<file path="config.mk">
export PLATFORM = sky130hd
export DESIGN_NAME = json_byte_tokenizer_top
export DESIGN_NICKNAME = d
export VERILOG_FILES = /design/src/hw/rtl/jbt_pkg.sv /design/src/hw/rtl/jbt_scan.sv /design/src/hw/rtl/jbt_obuf.sv /design/src/hw/rtl/json_byte_tokenizer_top.sv
export SDC_FILE = /design/constraint.sdc
export NUM_CORES = 1
export LEC_CHECK = 0
export ABC_AREA = 1
export ABC_CLOCK_PERIOD_IN_PS = 39800
export BUFFER_PORTS_ARGS = -buffer_cell sky130_fd_sc_hd__clkbuf_2
export CAP_MARGIN = 20
export CORE_MARGIN = 1
export CORE_UTILIZATION = 55
export DETAILED_ROUTE_END_ITERATION = 8
export MAX_ROUTING_LAYER = met4
export PLACE_DENSITY = 0.74
export SKIP_LAST_GASP = 1
export SYNTH_ARGS = -nofsm -noshare
export SYNTH_HDL_FRONTEND = slang
export SYNTH_SLANG_ARGS = --single-unit
export TNS_END_PERCENT = 50
</file>
<file path="constraint.sdc">
create_clock -name clk -period 39.8 [get_ports clk]
set_input_delay 5.97 -clock clk [delete_from_list [all_inputs] [get_ports clk]]
set_output_delay 5.97 -clock clk [all_outputs]
set_load 0.01 [all_outputs]
</file>
<file path="src/hw/rtl/jbt_pkg.sv">
// Shared types, character codes and result layout for the JSON byte tokenizer.
package jbt_pkg;

  localparam int INT_BITS        = 32;
  localparam int FRAC_BITS       = 30;
  localparam int FCNT_BITS       = 4;
  localparam logic [FCNT_BITS-1:0] FRAC_DIGITS_MAX = 4'd9;

  localparam logic [7:0] CH_NUL      = 8'h00;
  localparam logic [7:0] CH_TAB      = 8'h09;
  localparam logic [7:0] CH_CR       = 8'h0D;
  localparam logic [7:0] CH_SPACE    = 8'h20;
  localparam logic [7:0] CH_QUOTE    = 8'h22;
  localparam logic [7:0] CH_MINUS    = 8'h2D;
  localparam logic [7:0] CH_DOT      = 8'h2E;
  localparam logic [7:0] CH_ZERO     = 8'h30;
  localparam logic [7:0] CH_NINE     = 8'h39;
  localparam logic [7:0] CH_COLON    = 8'h3A;
  localparam logic [7:0] CH_LBRACKET = 8'h5B;
  localparam logic [7:0] CH_RBRACKET = 8'h5D;
  localparam logic [7:0] CH_LBRACE   = 8'h7B;
  localparam logic [7:0] CH_RBRACE   = 8'h7D;

  typedef enum logic [3:0] {
    KIND_LBRACE   = 4'd0,
    KIND_RBRACE   = 4'd1,
    KIND_LBRACKET = 4'd2,
    KIND_RBRACKET = 4'd3,
    KIND_COLON    = 4'd4,
    KIND_STRCHAR  = 4'd5,
    KIND_STREND   = 4'd6,
    KIND_NUMBER   = 4'd7,
    KIND_END      = 4'd8,
    KIND_ERROR    = 4'd9
  } kind_t;

  typedef enum logic [1:0] {
    MODE_IDLE = 2'd0,
    MODE_STR  = 2'd1,
    MODE_INT  = 2'd2,
    MODE_FRAC = 2'd3
  } mode_t;

  typedef enum logic [1:0] {
    ERR_NONE         = 2'd0,
    ERR_UNEXPECTED   = 2'd1,
    ERR_UNTERMINATED = 2'd2
  } err_t;

  typedef struct packed {
    kind_t                 kind;
    logic [7:0]            char_value;
    logic                  is_negative;
    logic [INT_BITS-1:0]   int_part;
    logic [FRAC_BITS-1:0]  frac_part;
    logic [FCNT_BITS-1:0]  frac_count;
    err_t                  error_code;
    logic                  error_seen;
    logic                  last_of_run;
  } rslt_t;

  typedef struct packed {
    mode_t                 mode;
    logic                  sign;
    logic [INT_BITS-1:0]   int_acc;
    logic [FRAC_BITS-1:0]  frac_acc;
    logic [FCNT_BITS-1:0]  frac_cnt;
    logic                  sticky;
  } scan_state_t;

endpackage

</file>
<file path="src/hw/rtl/jbt_scan.sv">
// Combinational scan step: one byte plus scanner state gives up to two results.
module jbt_scan
  import jbt_pkg::*;
(
  input  scan_state_t st,
  input  logic [7:0]  text_byte,
  output scan_state_t st_nxt,
  output logic [1:0]  res_cnt,
  output rslt_t       res0,
  output rslt_t       res1
);

  logic                 is_digit;
  logic                 is_space;
  logic [7:0]           dsub;
  logic [3:0]           digit;
  logic [INT_BITS+3:0]  int_wide;
  logic [FRAC_BITS+3:0] frac_wide;
  logic                 idle_go;
  logic                 idle_emit;
  rslt_t                idle_res;
  rslt_t                zero_res;

  assign is_digit = (text_byte >= CH_ZERO) && (text_byte <= CH_NINE);
  assign is_space = (text_byte == CH_SPACE) || ((text_byte >= CH_TAB) && (text_byte <= CH_CR));
  assign dsub     = text_byte - CH_ZERO;
  assign digit    = dsub[3:0];

  // acc*10 + d, computed wide so the saturation test is a plain overflow check
  assign int_wide  = ({4'b0, st.int_acc} << 3) + ({4'b0, st.int_acc} << 1)
                   + {{INT_BITS{1'b0}}, digit};
  assign frac_wide = ({4'b0, st.frac_acc} << 3) + ({4'b0, st.frac_acc} << 1)
                   + {{FRAC_BITS{1'b0}}, digit};

  always_comb begin
    zero_res   = '0;
    st_nxt     = st;
    res_cnt    = 2'd0;
    res0       = '0;
    res1       = '0;
    idle_go    = 1'b0;
    idle_emit  = 1'b0;
    idle_res   = '0;

    unique case (st.mode)
      MODE_STR: begin
        if (text_byte == CH_QUOTE) begin
          res0            = zero_res;
          res0.kind       = KIND_STREND;
          res0.error_seen = st.sticky;
          res_cnt         = 2'd1;
          st_nxt.mode     = MODE_IDLE;
        end else if (text_byte == CH_NUL) begin
          st_nxt.sticky   = 1'b1;
          res0            = zero_res;
          res0.kind       = KIND_ERROR;
          res0.error_code = ERR_UNTERMINATED;
          res0.error_seen = 1'b1;
          res_cnt         = 2'd1;
          idle_go         = 1'b1;
        end else begin
          res0            = zero_res;
          res0.kind       = KIND_STRCHAR;
          res0.char_value = text_byte;
          res0.error_seen = st.sticky;
          res_cnt         = 2'd1;
        end
      end
      MODE_INT, MODE_FRAC: begin
        if (is_digit) begin
          if (st.mode == MODE_INT) begin
            // saturate at all ones once the value would overflow
            if (|int_wide[INT_BITS+3:INT_BITS]) begin
              st_nxt.int_acc = '1;
            end else begin
              st_nxt.int_acc = int_wide[INT_BITS-1:0];
            end
          end else if (st.frac_cnt < FRAC_DIGITS_MAX) begin
            st_nxt.frac_acc = frac_wide[FRAC_BITS-1:0];
            st_nxt.frac_cnt = st.frac_cnt + 4'd1;
          end
        end else if ((text_byte == CH_DOT) && (st.mode == MODE_INT)) begin
          st_nxt.mode = MODE_FRAC;
        end else begin
          res0             = zero_res;
          res0.kind        = KIND_NUMBER;
          res0.is_negative = st.sign;
          res0.int_part    = st.int_acc;
          res0.frac_part   = st.frac_acc;
          res0.frac_count  = st.frac_cnt;
          res0.error_seen  = st.sticky;
          res_cnt          = 2'd1;
          st_nxt.sign      = 1'b0;
          st_nxt.int_acc   = '0;
          st_nxt.frac_acc  = '0;
          st_nxt.frac_cnt  = '0;
          idle_go          = 1'b1;
        end
      end
      default: begin
        idle_go = 1'b1;
      end
    endcase

    // idle-mode handling of the byte, also reached after a number ends or on a NUL inside a string
    if (idle_go) begin
      st_nxt.mode = MODE_IDLE;
      idle_res    = zero_res;
      priority if (text_byte == CH_NUL) begin
        idle_emit           = 1'b1;
        idle_res.kind       = KIND_END;
        idle_res.error_seen = st_nxt.sticky;
        st_nxt.sticky       = 1'b0;
      end else if (text_byte == CH_LBRACE) begin
        idle_emit     = 1'b1;
        idle_res.kind = KIND_LBRACE;
      end else if (text_byte == CH_RBRACE) begin
        idle_emit     = 1'b1;
        idle_res.kind = KIND_RBRACE;
      end else if (text_byte == CH_LBRACKET) begin
        idle_emit     = 1'b1;
        idle_res.kind = KIND_LBRACKET;
      end else if (text_byte == CH_RBRACKET) begin
        idle_emit     = 1'b1;
        idle_res.kind = KIND_RBRACKET;
      end else if (text_byte == CH_COLON) begin
        idle_emit     = 1'b1;
        idle_res.kind = KIND_COLON;
      end else if (text_byte == CH_QUOTE) begin
        st_nxt.mode = MODE_STR;
      end else if (text_byte == CH_MINUS) begin
        st_nxt.sign     = 1'b1;
        st_nxt.int_acc  = '0;
        st_nxt.frac_acc = '0;
        st_nxt.frac_cnt = '0;
        st_nxt.mode     = MODE_INT;
      end else if (is_digit) begin
        st_nxt.sign     = 1'b0;
        st_nxt.int_acc  = {{(INT_BITS-4){1'b0}}, digit};
        st_nxt.frac_acc = '0;
        st_nxt.frac_cnt = '0;
        st_nxt.mode     = MODE_INT;
      end else if (is_space) begin
        idle_emit = 1'b0;
      end else begin
        st_nxt.sticky       = 1'b1;
        idle_emit           = 1'b1;
        idle_res.kind       = KIND_ERROR;
        idle_res.error_code = ERR_UNEXPECTED;
      end
      if (idle_emit && (idle_res.kind != KIND_END)) begin
        idle_res.error_seen = st_nxt.sticky;
      end
      if (idle_emit) begin
        if (res_cnt == 2'd0) begin
          res0 = idle_res;
        end else begin
          res1 = idle_res;
        end
        res_cnt = res_cnt + 2'd1;
      end
    end

    if (res_cnt == 2'd1) begin
      res0.last_of_run = 1'b1;
    end
    if (res_cnt == 2'd2) begin
      res1.last_of_run = 1'b1;
    end
  end

endmodule

</file>
<file path="src/hw/rtl/jbt_obuf.sv">
// Two-entry result buffer: takes up to two results per cycle, sends one per transfer.
module jbt_obuf
  import jbt_pkg::*;
(
  input  logic       clk,
  input  logic       rst_n,
  input  logic [1:0] push_cnt,
  input  rslt_t      push0,
  input  rslt_t      push1,
  output logic [1:0] fill,
  output logic       out_valid,
  input  logic       out_ready,
  output rslt_t      head
);

  rslt_t      slot_r [2];
  rslt_t      slot_nxt [2];
  logic [1:0] cnt_r;
  logic [1:0] cnt_nxt;
  logic [1:0] cnt_pop;
  logic       pop;

  assign out_valid = (cnt_r != 2'd0);
  assign pop       = out_valid && out_ready;
  assign cnt_pop   = cnt_r - {1'b0, pop};
  assign head      = slot_r[0];
  assign fill      = cnt_r;

  always_comb begin
    // shift out the sent entry, then append behind what stays
    slot_nxt[0] = pop ? slot_r[1] : slot_r[0];
    slot_nxt[1] = slot_r[1];
    if (cnt_pop == 2'd0) begin
      if (push_cnt != 2'd0) begin
        slot_nxt[0] = push0;
      end
      if (push_cnt == 2'd2) begin
        slot_nxt[1] = push1;
      end
    end else if (cnt_pop == 2'd1) begin
      if (push_cnt != 2'd0) begin
        slot_nxt[1] = push0;
      end
    end
    cnt_nxt = cnt_pop + push_cnt;
  end

  always_ff @(posedge clk) begin
    slot_r[0] <= slot_nxt[0];
    slot_r[1] <= slot_nxt[1];
  end

  always_ff @(posedge clk) begin
    if (!rst_n) begin
      cnt_r <= 2'd0;
    end else begin
      cnt_r <= cnt_nxt;
    end
  end

endmodule

</file>
<file path="src/hw/rtl/json_byte_tokenizer_top.sv">
// Top level of the JSON byte tokenizer: input register, scanner state and result buffer.
//
//   channel | dir | tdata                          | tuser      | tlast
//   in_     | in  | text_byte[7:0]                 | -          | -
//   out_    | out | result fields, see port below  | token_kind | last_of_run
//
// One text byte is taken per cycle while each byte yields at most one result and
// out_tready stays high. A byte that ends a number and is itself a token, or a
// NUL inside a string, yields two results; the room check ignores the transfer
// leaving the buffer in the same cycle, so in a steady stream that byte and the
// next result-giving byte are each held back while the buffer drains. The input
// register feeds the scan logic, whose results land in a two-entry output buffer;
// in_tready depends only on registered state. Reset (rst_n low, synchronous) empties
// both stages and returns the scanner to idle with the error flag clear.
module json_byte_tokenizer_top
  import jbt_pkg::*;
(
  input  logic        clk,
  input  logic        rst_n,
  input  logic        in_tvalid,
  output logic        in_tready,
  input  logic [7:0]  in_tdata,   // [7:0] text_byte
  output logic        out_tvalid,
  input  logic        out_tready,
  // [7:0] char_value, [8] is_negative, [40:9] int_part, [70:41] frac_part,
  // [74:71] frac_count, [76:75] error_code, [77] error_seen, [79:78] zero
  output logic [79:0] out_tdata,
  output logic [3:0]  out_tuser,  // [3:0] token_kind
  output logic        out_tlast
);

  logic        in_v_r;
  logic [7:0]  byte_r;
  scan_state_t st_r;
  scan_state_t st_nxt;
  logic [1:0]  res_cnt;
  rslt_t       res0;
  rslt_t       res1;
  logic [1:0]  fill;
  logic        adv;
  logic [2:0]  room_sum;
  rslt_t       head;

  jbt_scan u_scan (
    .st        (st_r),
    .text_byte (byte_r),
    .st_nxt    (st_nxt),
    .res_cnt   (res_cnt),
    .res0      (res0),
    .res1      (res1)
  );

  // advance only when the buffer has room without counting this cycle's transfer
  assign room_sum  = {1'b0, fill} + {1'b0, res_cnt};
  assign adv       = in_v_r && (room_sum <= 3'd2);
  assign in_tready = !in_v_r || adv;

  always_ff @(posedge clk) begin
    if (!rst_n) begin
      in_v_r <= 1'b0;
    end else if (in_tvalid && in_tready) begin
      in_v_r <= 1'b1;
    end else if (adv) begin
      in_v_r <= 1'b0;
    end
  end

  always_ff @(posedge clk) begin
    if (in_tvalid && in_tready) begin
      byte_r <= in_tdata;
    end
  end

  always_ff @(posedge clk) begin
    if (!rst_n) begin
      st_r <= '0;
    end else if (adv) begin
      st_r <= st_nxt;
    end
  end

  jbt_obuf u_obuf (
    .clk       (clk),
    .rst_n     (rst_n),
    .push_cnt  (adv ? res_cnt : 2'd0),
    .push0     (res0),
    .push1     (res1),
    .fill      (fill),
    .out_valid (out_tvalid),
    .out_ready (out_tready),
    .head      (head)
  );

  assign out_tdata = {2'b00, head.error_seen, head.error_code, head.frac_count,
                      head.frac_part, head.int_part, head.is_negative, head.char_value};
  assign out_tuser = head.kind;
  assign out_tlast = head.last_of_run;

endmodule
</file>
## Word-level counts from Yosys, hierarchy flattened

Memory sizes are Yosys's and may differ from the RTL's.
Index checks and enable logic that the tools add are counted.
W data, S select, Z words.

- Reduce and logical (&&, ||, !) cells: 20
- $lt $le $gt $ge: 6
- Mux-type cells: 109
- Add/subtract/negate cells: 10
- Equality and inequality tests: 20

Operator list:

| operator | number |
|---|---|
| $mux W83 | 16 |
| $mux W69 | 11 |
| $mux W70 | 8 |
| $mux W67 | 4 |
| $pmux W83 S2 | 1 |
| $mux W82 | 1 |
| $mux W34 | 2 |
| $mux W68 | 1 |
| $mux W66 | 1 |
| $mux W32 | 2 |
| $mux W4 | 11 |
| $eq A8 B6 Y1 const B | 5 |
| $add A35 B33 Y36 | 1 |
| $add A36 B4 Y36 | 1 |
| $eq A8 B7 Y1 const B | 4 |
| $mux W2 | 16 |
| $add A30 B30 Y30 | 1 |
| $add A30 B4 Y30 | 1 |
| $mux W1 | 30 |
| $eq A2 B2 Y1 const B | 4 |
| $ge A8 B4 Y1 const B | 1 |
| $ge A8 B6 Y1 const B | 1 |
| $le A8 B4 Y1 const B | 1 |
| $le A8 B6 Y1 const B | 1 |
| other kinds (25) | 40 |

- Bits in writable memories: 166
- Input bits: 12
- Logic and storage cells: 175
- Bits in registers: 81
- Memories kept: 1

Memory list:

| memory | words | width | read ports | clocked after memory_dff | write ports | line | RTL |
|---|---|---|---|---|---|---|---|
| u_obuf.slot_r | 2 | 83 | 2 | 0 | 2 | jbt_obuf.sv:16 | `rslt_t slot_r [2];` |

## Logic depth before layout (Yosys ltp)

- Depth after elaboration: 35
- Gate-level depth with buffers: 24

## Hierarchy

A second synthesis with hierarchy kept.

- Cell total of the unflattened synthesis: 3,222
- Area, all modules: 20,644.8 um^2

By module, submodules not included:

| module | area each (um^2) | cells each | instances | seq. area each (um^2) |
|---|---|---|---|---|
| jbt_obuf | 8,414.3 | 1,100 | 1 | 4,194.0 |
| jbt_scan | 8,275.4 | 1,499 | 1 | 0.0 |
| json_byte_tokenizer_top | 3,955.0 | 623 | 1 | 1,661.6 |

## Worst setup path before layout

Ideal clock, no wire load.

- Path kind: input port to flip-flop
- Start: input port out_tready
- End: memory u_obuf.slot_r[0][100] (netlist bit) (enable)
- Slack: 18.638 ns
- Path buffers: 2
- Data arrival time: 20.195 ns
- Cell stages on the path: 10
- Path through: nand2_1 > inv_1 > clkbuf_1 > clkbuf_1 > ha_1 > xor2_1 > nor2_1 > nand2_1 > inv_2 > a2111oi_0

RTL lines:

| what | line | RTL |
|---|---|---|
| start: declaration | json_byte_tokenizer_top.sv:24 | `input logic out_tready,` |
| end: declaration | jbt_obuf.sv:16 |  |

## Worst setup path in the final report

- Start: register st_r[68] (netlist bit)
- End: output port in_tready

- Word-level cells in the longest chain between the ends: 12

RTL lines:

| what | line | RTL |
|---|---|---|
| start: declaration | json_byte_tokenizer_top.sv:34 | `scan_state_t st_r;` |
| start signal: assignment | json_byte_tokenizer_top.sv:78 | `st_r <= st_nxt;` |
| $eq A2 B2 Y1 | jbt_scan.sv:45, jbt_scan.sv:82 |  |
| $logic_and A1 B1 Y1 | jbt_scan.sv:82 | `end else if ((text_byte == CH_DOT) && (st.mode == MODE_INT)) begin` |
| $mux W1 | jbt_scan.sv:82 |  |
| $mux W2 | jbt_scan.sv:70 | `if (is_digit) begin` |
| $pmux W2 S2 | jbt_scan.sv:45 | `unique case (st.mode)` |
| $add A2 B1 Y2 | jbt_scan.sv:160 | `res_cnt = res_cnt + 2'd1;` |
| $mux W2 | jbt_scan.sv:154 | `if (idle_emit) begin` |
| $mux W2 * | jbt_scan.sv:106 | `if (idle_go) begin` |
| $add A2 B2 Y3 * | json_byte_tokenizer_top.sv:54 | `assign room_sum = {1'b0, fill} + {1'b0, res_cnt};` |
| $le A3 B2 Y1 * | json_byte_tokenizer_top.sv:55 | `assign adv = in_v_r && (room_sum <= 3'd2);` |
| $logic_and A1 B1 Y1 * | json_byte_tokenizer_top.sv:55 |  |
| $logic_or A1 B1 Y1 * | json_byte_tokenizer_top.sv:56 | `assign in_tready = !in_v_r \|\| adv;` |
| end: declaration | json_byte_tokenizer_top.sv:21 | `output logic in_tready,` |

Every way passes the cells marked *; elsewhere a longest branch is shown, timed or not.

==> impl_results.md <==
- Status: finished clean
- Die Span Y: approximately 180 um
- Async set-reset flop share out of synthesis: 0
- Synth Instances: 2,549
- Most common cell in the netlist: nand2_1
- # resized after CTS: 0
- Core ar.: 0.03156 mm2
- Number of library cell types mapped by synthesis: between 50 and 60
- CP Class: reg2out
- Largest net degree at the start of global routing: between 90 and 100
- Root buf cell: clkbuf_16
- Finished Cell Area: ~0.019 mm2
- Tmin final: about 11,000 ps
- Fin. Hold Viols: 0
- Syn-to-layout area delta: 5.522%
- Post-DRT Antenna Nets: 0
- Filler cells: ~3,100
- Ys Warns: 0
- Die area: about 0.033 mm2
- Worst IR Drop VDD: just over 0.08 mV
- Tcrit/Tclk final: 0.2755
- Area share of the largest cell type after synthesis: 0.1774
- Worst hold path depth: 2
- Synth Flop Type: dfxtp_1
- # clock sinks: ~250
- Ant diodes: 0
- Startpoint types: flop
- Placed cell area: 0.01760 mm2
- Rel. slew slack: 0.3253
- Mean Syn Cell Area: 6.907 um2
- Critical Path Fanout Max: 28
- Number of enable flip-flop cells after synthesis: 91
- Area leader, netlist: dfxtp_1
- Nets@finish: about 2,600
- Synth Area in Compound Gates: 0.1686
- DR pass1 iterations: 5
- R2R Setup Slk: roughly 33,000 ps
- Most frequent cells after synthesis: 722 x nand2_1, 285 x inv_1, 277 x a21oi_1
- Setup TNS: 0 ps
- Post-synthesis mux area share: 0
- DRT iter0 DRCs: ~1,400
- Element type at the critical path end: primary output
- Multi-input logic area: between 0.009 and 0.01 mm2
- Final setup viols: 0
- Pwr dens: about 73 mW/mm2
- Vias/cell: approximately 5.8
- Number of CTS-inserted buffers: 26
- Via count: around 17,000
- Hold WC Path Type: reg2reg
- Floorplan row count: 65
- TritonCTS clock tree: yes
- # DRC: 0
- XOR/XNOR Fraction of Synth Area: 0.01393
- Hold EP: u_obuf.slot_r[0][26]$_DFF_P_
- Routed WL: between 50 and 60 mm
- Clk_skew: about 24 ps
- Final GP Congestion: ~1
- Max Clock Freq: about 91 MHz
- Sequential area share after synthesis: 0.3326
- Final Max Tran Viols: 0
- Remaining global-route overflow: 0
- Share of cells above drive strength 1: 0.08118
- Total GRT Usage: 0.3362
- Initial antenna violation count: 0
- RR Endpoint: u_obuf.slot_r[0][43]$_DFF_P_
- H-tree levels: 1
- CP arrival: roughly 5000 ps
- Main combinational cell family by area after synthesis: simple AND/OR/NAND/NOR gates
- Mapped Area: 0.01761 mm2
- Vias in the first global route: roughly 16,000
- Min-delay src: u_obuf.slot_r[0][26]$_DFF_P_
- Worst path required time: about 34,000 ps
- Max Cap Viol: 0
- Simple-gate share of the synthesized area: 0.2620
- FF+latch area: around 0.006 mm2
- Clk_lat worst skew: between 500 and 600 ps
- First-pass GRT wire length: approximately 86 mm
- Worst-Margin Slew: 1012 ps
- Max clock buf depth: 3
- Synth top area cells: dfxtp_1 18%, edfxtp_1 16%, nand2_1 15%
- Clk pin slew, worst setup/hold paths: ~60 ps
- RSZ-0062 raised after global routing: no
- Chip width: roughly 180 um
- #FFs+latches synth: approximately 250
- Post-Synth Adder-Cell Area: 0.09309
- Post-CTS Setup Inserts: 0
- Routed len/inst: around 19 um
- I/O Pins: just under 100
- Starting Density: 0.5580
- CTS Hold Buffers Added: 0
- Leakage: 8.557 nW
- Dpl hpwl: between 30 and 40 mm
- Cells on worst reg2reg path: 22
- Reg-to-reg startpoint: st_r[68]$_SDFFE_PN0P_
- I/O Buffers: 96
[per-stage QoR]
| step | total power, mW | std cells | setup slack (ps) | util | hold slack, ps |
|---|---|---|---|---|---|
| after detailed placement | 1.058 | 2867 | 29320 | 0.5576 | 471.6 |
| after floorplan | 0.9451 | 2550 | 18640 | - | 458.8 |
| after CTS | 1.343 | 2915 | 28930 | 0.5888 | 483.9 |
| after global routing | 1.432 | 2915 | 28560 | 0.5888 | 497.0 |
| final | 1.349 | 2915 | 28840 | 0.5888 | 480.6 |
| after global placement | 1.033 | 2866 | 29540 | 0.5567 | 469.4 |
[worst max-delay path: stages, from the launching register on]
cell and delay, ps:
dfxtp_1 970, inv_2 140, nand2_4 310, inv_2 330, nand4_4 330, nand2_2 140, nor2_4 140, inv_2 40
nand2_1 90, ha_1 250, o21ai_2 250, inv_1 110, ha_1 210, fa_1 460, a21oi_1 320, inv_1 100
nand2_1 100, clkbuf_2 130
[per-layer routing]
metal  up-vias  part of all wire  track usage  wire, um
met1      7983              0.44       0.4457     24080
met3       100             0.062      0.04072      3358
li1       8264                 -            -         -
met5         -                 0            -         0
met4         0             0.031       0.1111      1662
met2       600              0.46       0.5317     25110
[power by group]
group / leakage, nW / internal, mW / switching, mW
Sequential: 2.15 / 0.373 / 0.0559
Clock: 0.481 / 0.173 / 0.108
Combinational: 5.92 / 0.191 / 0.448
Total: 8.56 / 0.737 / 0.612
[cell usage in the layout, fill, tap and decap left out, types with 5 or more instances in the layout]
cell,count
clkinv_2,6
ha_1,123
o21bai_1,13
buf_4,14
inv_2,13
edfxtp_1,91
clkbuf_2,96
o22ai_1,6
a21o_1,6
nor2_4,6
xnor2_1,13
o21ai_0,126
inv_1,284
dfxtp_1,156
nand3_1,98
nor3_1,87
a31oi_1,79
clkbuf_16,27
nor2_1,133
a21oi_1,277
nand2_2,7
or2_2,9
xor2_1,15
nand4_1,28
fa_1,5
bufinv_16,7
nand2_1,720
o211ai_1,10
[flip-flops by register name, indices dropped and copies added, names as in the netlist]
register       cells
in_v_r             1
byte_r             8
u_obuf.slot_r    166
u_obuf.fill        2
st_r              70
[logic make-up (layout without fill, tap and decap cells)]
family          Yosys count  count (layout)
simple gates           1107            1107
compound gates          542             542
buf+inv                 496             459
flops                   247             247
fa+ha+maj               128             128
xor+xnor                 28              28
other cells               1               2
[cell type report]
cell class,instances,share of cell area
Clock buffer,31,0.03825
Clock inverter,17,0.01468
Inverter,300,0.06061
Multi-Input combinational cell,1807,0.5112
Sequential cell,247,0.3152
Tap cell,402,0.02707
Timing Repair Buffer,111,0.03300
[how the worst max path moves through the flow]
stage / from / endpoint / slack [ps]
2_1_floorplan: out_tready / u_obuf.slot_r[0][100]$_SDFFCE_PP0P_ / 18640
3_3_place_gp: out_tready / u_obuf.slot_r[0][81]$_DFF_P_ / 29540
3_5_place_dp: out_tready / u_obuf.slot_r[0][43]$_DFF_P_ / 29320
4_1_cts: st_r[68]$_SDFFE_PN0P_ / in_tready / 28930
5_1_grt: st_r[68]$_SDFFE_PN0P_ / in_tready / 28560
6_report: st_r[68]$_SDFFE_PN0P_ / in_tready / 28840
Note: power is estimated with default switching activity, not from simulation.
